--- config.mk ---
export PLATFORM = sky130hd
export DESIGN_NAME = gicv3_register_front_end
export DESIGN_NICKNAME = d
export VERILOG_FILES = /design/src/design/gicrfe_pkg.sv /design/src/design/gicrfe_enable_bank.sv /design/src/design/gicv3_register_front_end.sv
export SDC_FILE = /design/constraint.sdc
export NUM_CORES = 2
export LEC_CHECK = 0
export BUFFER_PORTS_ARGS = -buffer_cell sky130_fd_sc_hd__buf_2
export CORE_MARGIN = 2
export CORE_UTILIZATION = 40
export DETAILED_ROUTE_END_ITERATION = 10
export PLACE_DENSITY = 0.57
export RECOVER_POWER = 25
export SYNTH_ARGS = -nofsm -noshare
export SYNTH_HDL_FRONTEND = slang
export SYNTH_SLANG_ARGS = --single-unit
--- constraint.sdc ---
create_clock -name aclk -period 13.2 [get_ports aclk]
set_input_delay 0.66 -clock aclk [delete_from_list [all_inputs] [get_ports aclk]]
set_output_delay 0.66 -clock aclk [all_outputs]
set_load 0.01 [all_outputs]
--- src/design/gicrfe_pkg.sv ---
// shared constants, register map and types of the gic register front end
`default_nettype none

package gicrfe_pkg;

    // field widths
    localparam int ADDR_W     = 48;
    localparam int ABS_W      = ADDR_W + 1;
    localparam int DATA_W     = 32;
    localparam int RD_W       = 64;
    localparam int SIZE_W     = 4;
    localparam int WIDX_W     = 5;
    localparam int CFG_IDX_W  = 3;
    localparam int FRAME_LSB  = 17;
    localparam int FRAME_W    = ADDR_W - FRAME_LSB;

    // stream packing
    localparam int S_TDATA_W  = 88;
    localparam int M_TDATA_W  = 104;

    localparam int ENABLE_WORDS_DEFAULT = 32;

    // access kinds
    localparam logic OP_READ  = 1'b0;
    localparam logic OP_WRITE = 1'b1;

    // configuration register indexes
    localparam logic [CFG_IDX_W-1:0] CFG_DEVICE_BASE = 3'd0;
    localparam logic [CFG_IDX_W-1:0] CFG_DIST_BASE   = 3'd1;
    localparam logic [CFG_IDX_W-1:0] CFG_DIST_SIZE   = 3'd2;
    localparam logic [CFG_IDX_W-1:0] CFG_REDIST_BASE = 3'd3;
    localparam logic [CFG_IDX_W-1:0] CFG_REDIST_SIZE = 3'd4;

    // configuration reset values
    localparam logic [ADDR_W-1:0] DIST_BASE_RESET   = 48'h0000_0800_0000;
    localparam logic [ADDR_W-1:0] DIST_SIZE_RESET   = 48'h0000_0001_0000;
    localparam logic [ADDR_W-1:0] REDIST_BASE_RESET = 48'h0000_080A_0000;
    localparam logic [ADDR_W-1:0] REDIST_SIZE_RESET = 48'h0000_0002_0000;
    localparam logic [ABS_W-1:0]  DIST_LIMIT_RESET  =
        {1'b0, DIST_BASE_RESET} + {1'b0, DIST_SIZE_RESET};
    localparam logic [ABS_W-1:0]  REDIST_LIMIT_RESET =
        {1'b0, REDIST_BASE_RESET} + {1'b0, REDIST_SIZE_RESET};

    // distributor map
    localparam logic [ADDR_W-1:0] DIST_CTLR_OFF  = 48'h0000;
    localparam logic [ADDR_W-1:0] DIST_TYPER_OFF = 48'h0004;
    localparam logic [ADDR_W-1:0] DIST_IIDR_OFF  = 48'h0008;
    localparam logic [ADDR_W-1:0] DIST_PIDR2_OFF = 48'hFFE8;

    // redistributor map, within one frame
    localparam logic [FRAME_LSB-1:0] RDIST_IIDR_OFF     = 17'h00004;
    localparam logic [FRAME_LSB-1:0] RDIST_TYPER_LO_OFF = 17'h00008;
    localparam logic [FRAME_LSB-1:0] RDIST_TYPER_HI_OFF = 17'h0000C;
    localparam logic [FRAME_LSB-1:0] RDIST_WAKER_OFF    = 17'h00014;
    localparam logic [FRAME_LSB-1:0] RDIST_PIDR2_OFF    = 17'h0FFE8;

    // identification values
    localparam logic [DATA_W-1:0] IIDR_VALUE       = 32'h0000_043B;
    localparam logic [DATA_W-1:0] PIDR2_VALUE      = 32'h0000_0030;
    localparam logic [DATA_W-1:0] DIST_TYPER_VALUE = 32'h0048_001F;
    localparam logic [7:0]        RDIST_TYPER_LOW  = 8'h10;
    localparam logic [SIZE_W-1:0] ACCESS_WORD      = 4'd4;

    // enable bank request and response
    typedef struct packed {
        logic              valid;
        logic              set;
        logic [WIDX_W-1:0] idx;
        logic [DATA_W-1:0] data;
    } enable_req_t;

    typedef struct packed {
        logic              hit;
        logic              changed;
        logic [WIDX_W-1:0] idx;
        logic [DATA_W-1:0] word;
    } enable_rsp_t;

endpackage

`default_nettype wire

--- src/design/gicrfe_enable_bank.sv ---
// interrupt enable bitmap with set and clear word updates
`default_nettype none

module gicrfe_enable_bank #(
    parameter int ENABLE_WORDS = gicrfe_pkg::ENABLE_WORDS_DEFAULT
) (
    input  wire logic                     aclk,
    input  wire logic                     aresetn,
    input  wire gicrfe_pkg::enable_req_t  req,
    output gicrfe_pkg::enable_rsp_t       rsp
);
    import gicrfe_pkg::*;

    localparam int IW = (ENABLE_WORDS > 1) ? $clog2(ENABLE_WORDS) : 1;
    localparam logic [WIDX_W:0] WORDS_LIMIT = (WIDX_W + 1)'(ENABLE_WORDS);

    logic [DATA_W-1:0] bitmap_reg [ENABLE_WORDS];
    logic [DATA_W-1:0] old_word;
    logic [DATA_W-1:0] word_next;
    logic [IW-1:0]     word_sel;
    logic              in_range;

    assign in_range = ({1'b0, req.idx} < WORDS_LIMIT);
    assign word_sel = req.idx[IW-1:0];

    always_comb begin
        old_word  = in_range ? bitmap_reg[word_sel] : '0;
        word_next = req.set ? (old_word | req.data) : (old_word & ~req.data);
        rsp.hit     = req.valid && in_range;
        rsp.changed = rsp.hit && (word_next != old_word);
        rsp.idx     = rsp.hit ? req.idx : '0;
        rsp.word    = rsp.hit ? word_next : '0;
    end

    always_ff @(posedge aclk) begin
        if (!aresetn) begin
            for (int i = 0; i < ENABLE_WORDS; i++) begin
                bitmap_reg[i] <= '0;
            end
        end else if (rsp.hit) begin
            bitmap_reg[word_sel] <= word_next;
        end
    end

endmodule

`default_nettype wire

--- src/design/gicv3_register_front_end.sv ---
// gic distributor and redistributor register front end, top level
// path: a request accepted from s_tdata is registered in the input stage; its result is
// then registered in the result stage and driven on m_tdata
// throughput: one request per cycle, paused by cfg_valid; the input register absorbs one
// request while a result waits on m_tready, so back-to-back traffic does not bubble
// reset: synchronous active-low aresetn empties both stages, clears ctlr,
// waker and the whole enable bitmap, and loads the default window map
`default_nettype none

module gicv3_register_front_end #(
    parameter int ENABLE_WORDS = gicrfe_pkg::ENABLE_WORDS_DEFAULT
) (
    input  wire logic                             aclk,
    input  wire logic                             aresetn,
    // request stream
    input  wire logic                             s_tvalid,
    output logic                                  s_tready,
    // offset[47:0], write_data[79:48], access_size[83:80], zero pad
    input  wire logic [gicrfe_pkg::S_TDATA_W-1:0] s_tdata,
    // op[0]: 0 read, 1 write
    input  wire logic                             s_tuser,
    // result stream
    output logic                                  m_tvalid,
    input  wire logic                             m_tready,
    // read_data[63:0], enable_changed[64], enable_word_index[69:65],
    // enable_word[101:70], zero pad
    output logic [gicrfe_pkg::M_TDATA_W-1:0]      m_tdata,
    // configuration writes
    input  wire logic                             cfg_valid,
    output logic                                  cfg_ready,
    input  wire logic [gicrfe_pkg::CFG_IDX_W-1:0] cfg_index,
    input  wire logic [gicrfe_pkg::ADDR_W-1:0]    cfg_data
);
    import gicrfe_pkg::*;

    // configuration registers and precomputed window limits
    logic [ADDR_W-1:0] device_base_reg;
    logic [ADDR_W-1:0] dist_base_reg;
    logic [ADDR_W-1:0] dist_size_reg;
    logic [ADDR_W-1:0] redist_base_reg;
    logic [ADDR_W-1:0] redist_size_reg;
    logic [ABS_W-1:0]  dist_limit_reg;
    logic [ABS_W-1:0]  redist_limit_reg;

    // input stage
    logic              a_valid_reg, a_valid_next;
    logic              a_op_reg;
    logic [ABS_W-1:0]  a_addr_reg;
    logic [DATA_W-1:0] a_data_reg;
    logic [SIZE_W-1:0] a_size_reg;

    // result stage
    logic                 m_valid_reg, m_valid_next;
    logic [M_TDATA_W-1:0] m_data_reg, m_data_next;

    // architectural registers
    logic [DATA_W-1:0] ctlr_reg;
    logic [DATA_W-1:0] waker_reg;

    logic s_fire;
    logic out_can;
    logic a_fire;

    // configuration is always taken; a request waits behind it while cfg_valid is high
    assign cfg_ready = 1'b1;
    assign out_can   = !m_valid_reg || m_tready;
    assign a_fire    = a_valid_reg && out_can;
    assign s_tready  = (!a_valid_reg || out_can) && !cfg_valid;
    assign s_fire    = s_tvalid && s_tready;

    always_ff @(posedge aclk) begin
        if (!aresetn) begin
            device_base_reg <= '0;
            dist_base_reg   <= DIST_BASE_RESET;
            dist_size_reg   <= DIST_SIZE_RESET;
            redist_base_reg <= REDIST_BASE_RESET;
            redist_size_reg <= REDIST_SIZE_RESET;
        end else if (cfg_valid) begin
            case (cfg_index)
                CFG_DEVICE_BASE: device_base_reg <= cfg_data;
                CFG_DIST_BASE:   dist_base_reg   <= cfg_data;
                CFG_DIST_SIZE:   dist_size_reg   <= cfg_data;
                CFG_REDIST_BASE: redist_base_reg <= cfg_data;
                CFG_REDIST_SIZE: redist_size_reg <= cfg_data;
                default: ;
            endcase
        end
    end

    // window end addresses, one past the last byte, in 49 bits so they never wrap
    always_ff @(posedge aclk) begin
        if (!aresetn) begin
            dist_limit_reg   <= DIST_LIMIT_RESET;
            redist_limit_reg <= REDIST_LIMIT_RESET;
        end else begin
            dist_limit_reg   <= {1'b0, dist_base_reg} + {1'b0, dist_size_reg};
            redist_limit_reg <= {1'b0, redist_base_reg} + {1'b0, redist_size_reg};
        end
    end

    // input stage: absolute address is formed on the way in
    always_comb begin
        a_valid_next = a_valid_reg;
        if (s_fire) begin
            a_valid_next = 1'b1;
        end else if (a_fire) begin
            a_valid_next = 1'b0;
        end
    end

    always_ff @(posedge aclk) begin
        if (!aresetn) begin
            a_valid_reg <= 1'b0;
        end else begin
            a_valid_reg <= a_valid_next;
        end
    end

    always_ff @(posedge aclk) begin
        if (s_fire) begin
            a_op_reg   <= s_tuser;
            a_addr_reg <= {1'b0, device_base_reg} + {1'b0, s_tdata[ADDR_W-1:0]};
            a_data_reg <= s_tdata[ADDR_W+DATA_W-1:ADDR_W];
            a_size_reg <= s_tdata[ADDR_W+DATA_W+SIZE_W-1:ADDR_W+DATA_W];
        end
    end

    // window decode; the distributor wins on overlap
    logic                 dist_hit;
    logic                 redist_hit;
    logic                 is_write;
    logic [ADDR_W-1:0]    dist_off;
    logic [ADDR_W-1:0]    redist_off;
    logic [FRAME_W-1:0]   frame;
    logic [FRAME_LSB-1:0] frame_off;
    logic [RD_W-1:0]      typer;
    logic [DATA_W-1:0]    waker_view;
    logic [RD_W-1:0]      dist_rd;
    logic [RD_W-1:0]      redist_rd;
    logic [RD_W-1:0]      read_data;
    logic                 en_range;
    enable_req_t          en_req;
    enable_rsp_t          en_rsp;

    assign is_write   = (a_op_reg == OP_WRITE);
    assign dist_hit   = (a_addr_reg >= {1'b0, dist_base_reg}) &&
                        (a_addr_reg < dist_limit_reg);
    assign redist_hit = !dist_hit && (a_addr_reg >= {1'b0, redist_base_reg}) &&
                        (a_addr_reg < redist_limit_reg);
    assign dist_off   = ADDR_W'(a_addr_reg - {1'b0, dist_base_reg});
    assign redist_off = ADDR_W'(a_addr_reg - {1'b0, redist_base_reg});

    // frame number and offset inside the 128 KiB frame
    assign frame      = redist_off[ADDR_W-1:FRAME_LSB];
    assign frame_off  = redist_off[FRAME_LSB-1:0];
    assign typer      = {1'b0, frame, 32'b0} |
                        {{(RD_W - FRAME_W - 8){1'b0}}, frame, 8'b0} |
                        {{(RD_W - 8){1'b0}}, RDIST_TYPER_LOW};
    // children-asleep reads back as processor-sleep
    assign waker_view = {waker_reg[DATA_W-1:3], waker_reg[1], waker_reg[1:0]};

    always_comb begin
        case (dist_off)
            DIST_CTLR_OFF:  dist_rd = {33'b0, ctlr_reg[DATA_W-2:0]};
            DIST_TYPER_OFF: dist_rd = {32'b0, DIST_TYPER_VALUE};
            DIST_IIDR_OFF:  dist_rd = {32'b0, IIDR_VALUE};
            DIST_PIDR2_OFF: dist_rd = {32'b0, PIDR2_VALUE};
            default:        dist_rd = '0;
        endcase
    end

    always_comb begin
        case (frame_off)
            RDIST_IIDR_OFF:     redist_rd = {32'b0, IIDR_VALUE};
            RDIST_TYPER_LO_OFF: redist_rd = (a_size_reg == ACCESS_WORD) ?
                                            {32'b0, typer[31:0]} : typer;
            RDIST_TYPER_HI_OFF: redist_rd = {32'b0, typer[63:32]};
            RDIST_WAKER_OFF:    redist_rd = {32'b0, waker_view};
            RDIST_PIDR2_OFF:    redist_rd = {32'b0, PIDR2_VALUE};
            default:            redist_rd = '0;
        endcase
    end

    always_comb begin
        read_data = '0;
        if (!is_write) begin
            if (dist_hit) begin
                read_data = dist_rd;
            end else if (redist_hit) begin
                read_data = redist_rd;
            end
        end
    end

    // set-enable and clear-enable ranges: offsets 0x100 to 0x1ff
    assign en_range    = (dist_off[ADDR_W-1:9] == '0) && dist_off[8];
    assign en_req.valid = a_fire && dist_hit && is_write && en_range;
    assign en_req.set   = !dist_off[7];
    assign en_req.idx   = dist_off[6:2];
    assign en_req.data  = a_data_reg;

    gicrfe_enable_bank #(
        .ENABLE_WORDS(ENABLE_WORDS)
    ) u_enable_bank (
        .aclk    (aclk),
        .aresetn (aresetn),
        .req     (en_req),
        .rsp     (en_rsp)
    );

    // ctlr and waker updates happen as the request moves to the result stage
    always_ff @(posedge aclk) begin
        if (!aresetn) begin
            ctlr_reg  <= '0;
            waker_reg <= '0;
        end else if (a_fire && is_write) begin
            if (dist_hit && (dist_off == DIST_CTLR_OFF)) begin
                ctlr_reg <= a_data_reg;
            end
            if (redist_hit && (frame_off == RDIST_WAKER_OFF)) begin
                waker_reg <= a_data_reg;
            end
        end
    end

    // result stage
    assign m_data_next = {{(M_TDATA_W - RD_W - 1 - WIDX_W - DATA_W){1'b0}},
                          en_rsp.word, en_rsp.idx, en_rsp.changed, read_data};

    always_comb begin
        m_valid_next = m_valid_reg;
        if (a_fire) begin
            m_valid_next = 1'b1;
        end else if (m_tready) begin
            m_valid_next = 1'b0;
        end
    end

    always_ff @(posedge aclk) begin
        if (!aresetn) begin
            m_valid_reg <= 1'b0;
        end else begin
            m_valid_reg <= m_valid_next;
        end
    end

    always_ff @(posedge aclk) begin
        if (a_fire) begin
            m_data_reg <= m_data_next;
        end
    end

    assign m_tvalid = m_valid_reg;
    assign m_tdata  = m_data_reg;

endmodule

`default_nettype wire

======== Word level (Yosys, flattened, before mapping) ========
Memory sizes are Yosys's and may differ from the RTL's.
Index checks and enable logic that the tools add are counted.
operators by class
  add/sub/neg operators ................... 5
  multipliers ............................. 0
  div/mod/pow operators ................... 0
  magnitude comparators ................... 4
  equality and inequality tests ........... 14
  shift-type cells ........................ 0
  multiplexer cells ....................... 17
  bitwise logic cells ..................... 4
  reduce and logical (&&, ||, !) cells .... 33
operators with widths
  kind                    count
  $pmux W63 S5            1
  $add A48 B48 Y49        3
  $mux W64                2
  $pmux W31 S4            1
  $ge A49 B48 Y1          2
  $lt A49 B49 Y1          2
  $sub A48 B48 Y48        2
  $mux W32                2
  $mux W63                1
  $or A63 B39 Y63         1
  $eq A48 B16 Y1 const B  1
  $eq A48 B3 Y1 const B   1
  $eq A48 B4 Y1 const B   1
  $logic_not A48 Y1       1
  $logic_not A39 Y1       1
  $eq A17 B4 Y1 const B   2
  $and A32 B32 Y32        1
  $ne A32 B32 Y1          1
  $not A32 Y32            1
  $or A32 B32 Y32         1
  $reduce_or A32 Y1       1
  $eq A17 B16 Y1 const B  1
  $eq A17 B3 Y1 const B   1
  $eq A17 B5 Y1 const B   1
  other kinds (12)        45
storage, ports and cells
  flip-flop bits (word level) ............. 591
  latch bits .............................. 0
  memory bits (writable) .................. 1,024
  ROM bits ................................ 0
  output and inout bits ................... 107
  memories ................................ 1
memories
  memory                    words  bits a word  rd ports  clocked after Yosys merged registers in  wr ports  RTL line                  RTL
  u_enable_bank.bitmap_reg  32     32           1         0                                        32        gicrfe_enable_bank.sv:17  logic [DATA_W-1:0] bitmap_reg [ENABLE_WORDS];

======== Depth between registers and ports, before layout ========
  word-level depth ........................ 11
  depth in mapped cells ................... 18

======== Modules after synthesis ========
Synthesis repeated with hierarchy kept, for this count alone.
second synthesis, totals
  cells, all modules ...................... 7,747
  area total of the unflattened synthesis .. 80,812.5 µm²
modules (own cells, without submodules)
  module                    times used  cells an instance  area each (µm²)  seq. area each (µm²)
  gicrfe_enable_bank        1           3,477              44,786.7         30,749.5
  gicv3_register_front_end  1           4,270              36,025.8         13,663.1

======== Least setup slack after synthesis ========
OpenSTA, ideal clock, no wires.
  kind .................................... input-to-reg
  from .................................... in m_tready
  to ...................................... mem u_enable_bank.bitmap_reg[25][0], enable pin
  arrival ................................. 9.821 ns
  data required time ...................... 12.689 ns
  setup slack ............................. 2.868 ns
  stages .................................. 7
  path buffers ............................ 1
  path through ............................ nor2b_1 nor2b_1 nand2_1 nor3_1 nand4_1 clkbuf_1 o41ai_1
RTL lines
  what         RTL line                        RTL
  from (decl)  gicv3_register_front_end.sv:24  input wire logic m_tready,
  to (decl)    gicrfe_enable_bank.sv:17

==> results_dict.tcl <==
set metrics [dict create \
    power.density_nw_per_um2 130.7 \
    synth-seq-cells 1613 \
    cp.buffers_inverters 4 \
    rsz0062_at_grt "no" \
    cts_buffer_depth 3 \
    start_util 0.4016 \
    grt_usage 0.2646 \
    nets 8227 \
    ir_drop_mv 0.1503 \
    crit_required_ps 13980 \
    io_pins 252 \
    hp-class "primary input to flop" \
    numCtsBuffers 179 \
    place_congestion 0.9505 \
    grt_pass1_wl_mm 434.4 \
    p_int_uw 8909 \
    clock_sinks 1613 \
    cts_setup_buffers 0 \
    wirelength_mm 300.1 \
    min_period_ps 8849 \
    syn2layout_area_growth_pct 11.58 \
    multi_input_area_um2 39360 \
    drv_cap 16 \
    seq_area_frac_synth 0.5103 \
    grt_pass1_vias 63028 \
    dp.cells 10385 \
    fin_crit_sh 0.6704 \
    hold_buffers 29 \
    vias_per_cell 6.016 \
    crit_type "primary input to flop" \
    tns_ps 0 \
    status "complete, but fails checks" \
    critical_path.top_delay_family "buffers and inverters" \
    port_buffers 243 \
    hold-path-cell-count 3 \
    min_to "device_base_reg[8]$_SDFFE_PN0P_" \
    cts_resized 0 \
    synth_area_um2 87030 \
    clk_latency_ps 860 \
    root_buffer "clkbuf_16" \
    synth_top_area_frac 0.4178 \
    antenna_left 0 \
    largest_register_ffs 1024 \
    p_leak_uw 0.03196 \
    crit_fanout 71 \
    fill_cells 20047 \
    yosysWarnings 0 \
    clkTransAtPathRegs_ps 60 \
    hold_start "cfg_data[8]" \
    synth_cells 7707 \
    cts_max_level 4 \
    finalHoldViolations 0 \
    tightest_slew_ps 4275 \
    pwr-share-comb 0.161 \
    critPathArrivalTime_ps 9630 \
    cpMaxStageDelayCell "clkinvlp_2" \
    violations "max-capacitance violations, max-slew violations" \
    wire_per_inst_um 27.89 \
    dieHeight_um 470.5 \
    cts_tree "done" \
    core_um2 216700 \
    die_w_um 470.5 \
    regToRegStartpoint "a_addr_reg[3]$_DFFE_PP_" \
    async_flop_share 0 \
    antenna_found_initial 13 \
    slowest_delay_ps 2880 \
    die_area_um2 221300 \
    seqCellArea_um2 44410 \
    fmaxAchievable_mhz 113.0 \
    dr_total_vias 64741 \
    drive_gt1_frac 0.2073 \
    p_sw_uw 3780 \
    cp_cell_sequence "clkbuf_1, clkinvlp_2, clkbuf_1, clkbuf_1, nor4b_1, or4_1" \
    synth_top_cell_by_area "edfxtp_1" \
    synth-edff-count 1211 \
    synth.area.top_cells "edfxtp_1, dfxtp_1, nor3_2" \
    dr.first_iter.drc_count 6742 \
    setup_viol 0 \
    r2r_slack_ps 5900 \
    start_kind "primary input" \
    pwr-share-clk 0.391 \
    end_kind "flop" \
    ys.flop_type "edfxtp_1" \
    cp.depth 6 \
    synthDistinctLibCells 95 \
    swShare 0.2979 \
    overflow 0 \
    cpMostUsedCell "clkbuf_1" \
    avgSynthCellArea_um2 11.29 \
    drc 0 \
    slew_headroom -1.850 \
    grt_max_degree 165 \
    final_cells 10761 \
    drt-pass1-iter-count 9 \
    dp_hpwl_mm 201.7 \
    fp-row-count 171 \
    finalClockSkew_ps 62.81 \
    seqPwrFrac 0.448 \
    r2r_end "m_tdata[91]$_SDFFCE_PN0P_" \
    slew_violations 851 \
    reg2regPathDepth 17 \
]
==> cell families after synthesis <==
group / share of synthesized area
adder cells (fa/ha/maj): 0.04945
multiplexers: 0.06846
AO/OA/AOI/OAI: 0.1117
other: 0.00008629
AND/OR/NAND/NOR: 0.1946
flip-flops: 0.5103
XOR/XNOR: 0.01701
buffers and inverters: 0.04836
==> Yosys cell counts (31+ instances only) <==
library cell,number
nor3_1,434
clkbuf_1,403
a21o_1,162
nor2b_1,39
buf_1,35
nand3_1,109
and2_1,31
nor2_1,302
mux4_2,218
nand4_1,74
a211oi_1,35
nand2b_1,54
a22oi_1,74
a21oi_1,536
xnor2_1,112
buf_6,78
ha_1,336
mux2i_1,98
and3_1,33
dfxtp_1,402
nor3_2,703
nand2_1,929
xor2_1,57
o21a_1,46
inv_1,310
a31oi_1,36
o21ai_0,177
a221oi_1,33
o21bai_1,31
edfxtp_1,1211
buf_2,91
==> tightest hold or removal path, cell delays in order <==
cell and delay (ps):
buf_2 140, nand2_1 60, a21oi_1 50
==> power groups by stage <==
stage	Clock [uW]	Sequential (uW)	Combinational, uW
after floorplan	0	5750	1170
after global placement	0	5780	1990
after detailed placement	0	5780	2000
after CTS	5020	5680	2020
after global routing	5220	5690	2130
final	4960	5680	2050
==> metal layers <==
metal  up-vias  part of all wire  GRT usage
met5         -           0.00018          0
met4         8             0.056     0.1304
met1     32506              0.39     0.3353
li1      28818                 -          -
met2      2793              0.47     0.4316
met3       616             0.079    0.05260
==> stage by stage <==
step | hold WS, ps | power [uW] | util | worst slack (ps) | instance area [um^2]
after global placement | 438.6 | 7769 | 0.4212 | 6073 | 91300
after global routing | 66.75 | 13040 | 0.4480 | 3953 | 97100
after CTS | 51.23 | 12720 | 0.4489 | 5973 | 97300
after floorplan | 431.6 | 6926 | - | 2868 | 87040
after detailed placement | 443.4 | 7787 | 0.4212 | 5983 | 91300
final | 105.8 | 12690 | 0.4481 | 4351 | 97110
==> cells in the final DEF (no fill, tap or decap), drive strengths merged, types with 74 or more instances in the layout <==
cell and instances:
a21o 162, a21oi 537, a22oi 74, buf 308, clkbuf 368, dfxtp 402, edfxtp 1211, ha 336
inv 319, mux2i 98, mux4 218, nand2 929, nand3 109, nand4 74, nor2 302, nor3 1137
o21ai 196, xnor2 112
==> worst max-delay path by stage <==
| stage | from | to | slack, ps |
|---|---|---|---|
| 6_report | aresetn | dist_limit_reg[33]$_SDFF_PN0_ | 4350 |
| 5_1_grt | aresetn | dist_limit_reg[33]$_SDFF_PN0_ | 3950 |
| 4_1_cts | a_addr_reg[3]$_DFFE_PP_ | m_tdata[91]$_SDFFCE_PN0P_ | 5970 |
| 3_5_place_dp | a_addr_reg[3]$_DFFE_PP_ | u_enable_bank.bitmap_reg[23][7]$_SDFFCE_PN0P_ | 5980 |
| 3_3_place_gp | a_addr_reg[3]$_DFFE_PP_ | u_enable_bank.bitmap_reg[23][3]$_SDFFCE_PN0P_ | 6070 |
| 2_1_floorplan | m_tready | u_enable_bank.bitmap_reg[25][0]$_SDFFCE_PN0P_ | 2870 |
==> final cells by class <==
type | instances | area share
inverters | 310 | 0.01200
diodes | 18 | 0.0004638
well taps | 2854 | 0.03677
clock buffers | 238 | 0.04893
multi-input cells | 5170 | 0.4053
flip-flops and latches | 1613 | 0.4573
repair buffers | 467 | 0.02930
clock inverters | 91 | 0.009895
(Power assumes the default switching activity.)
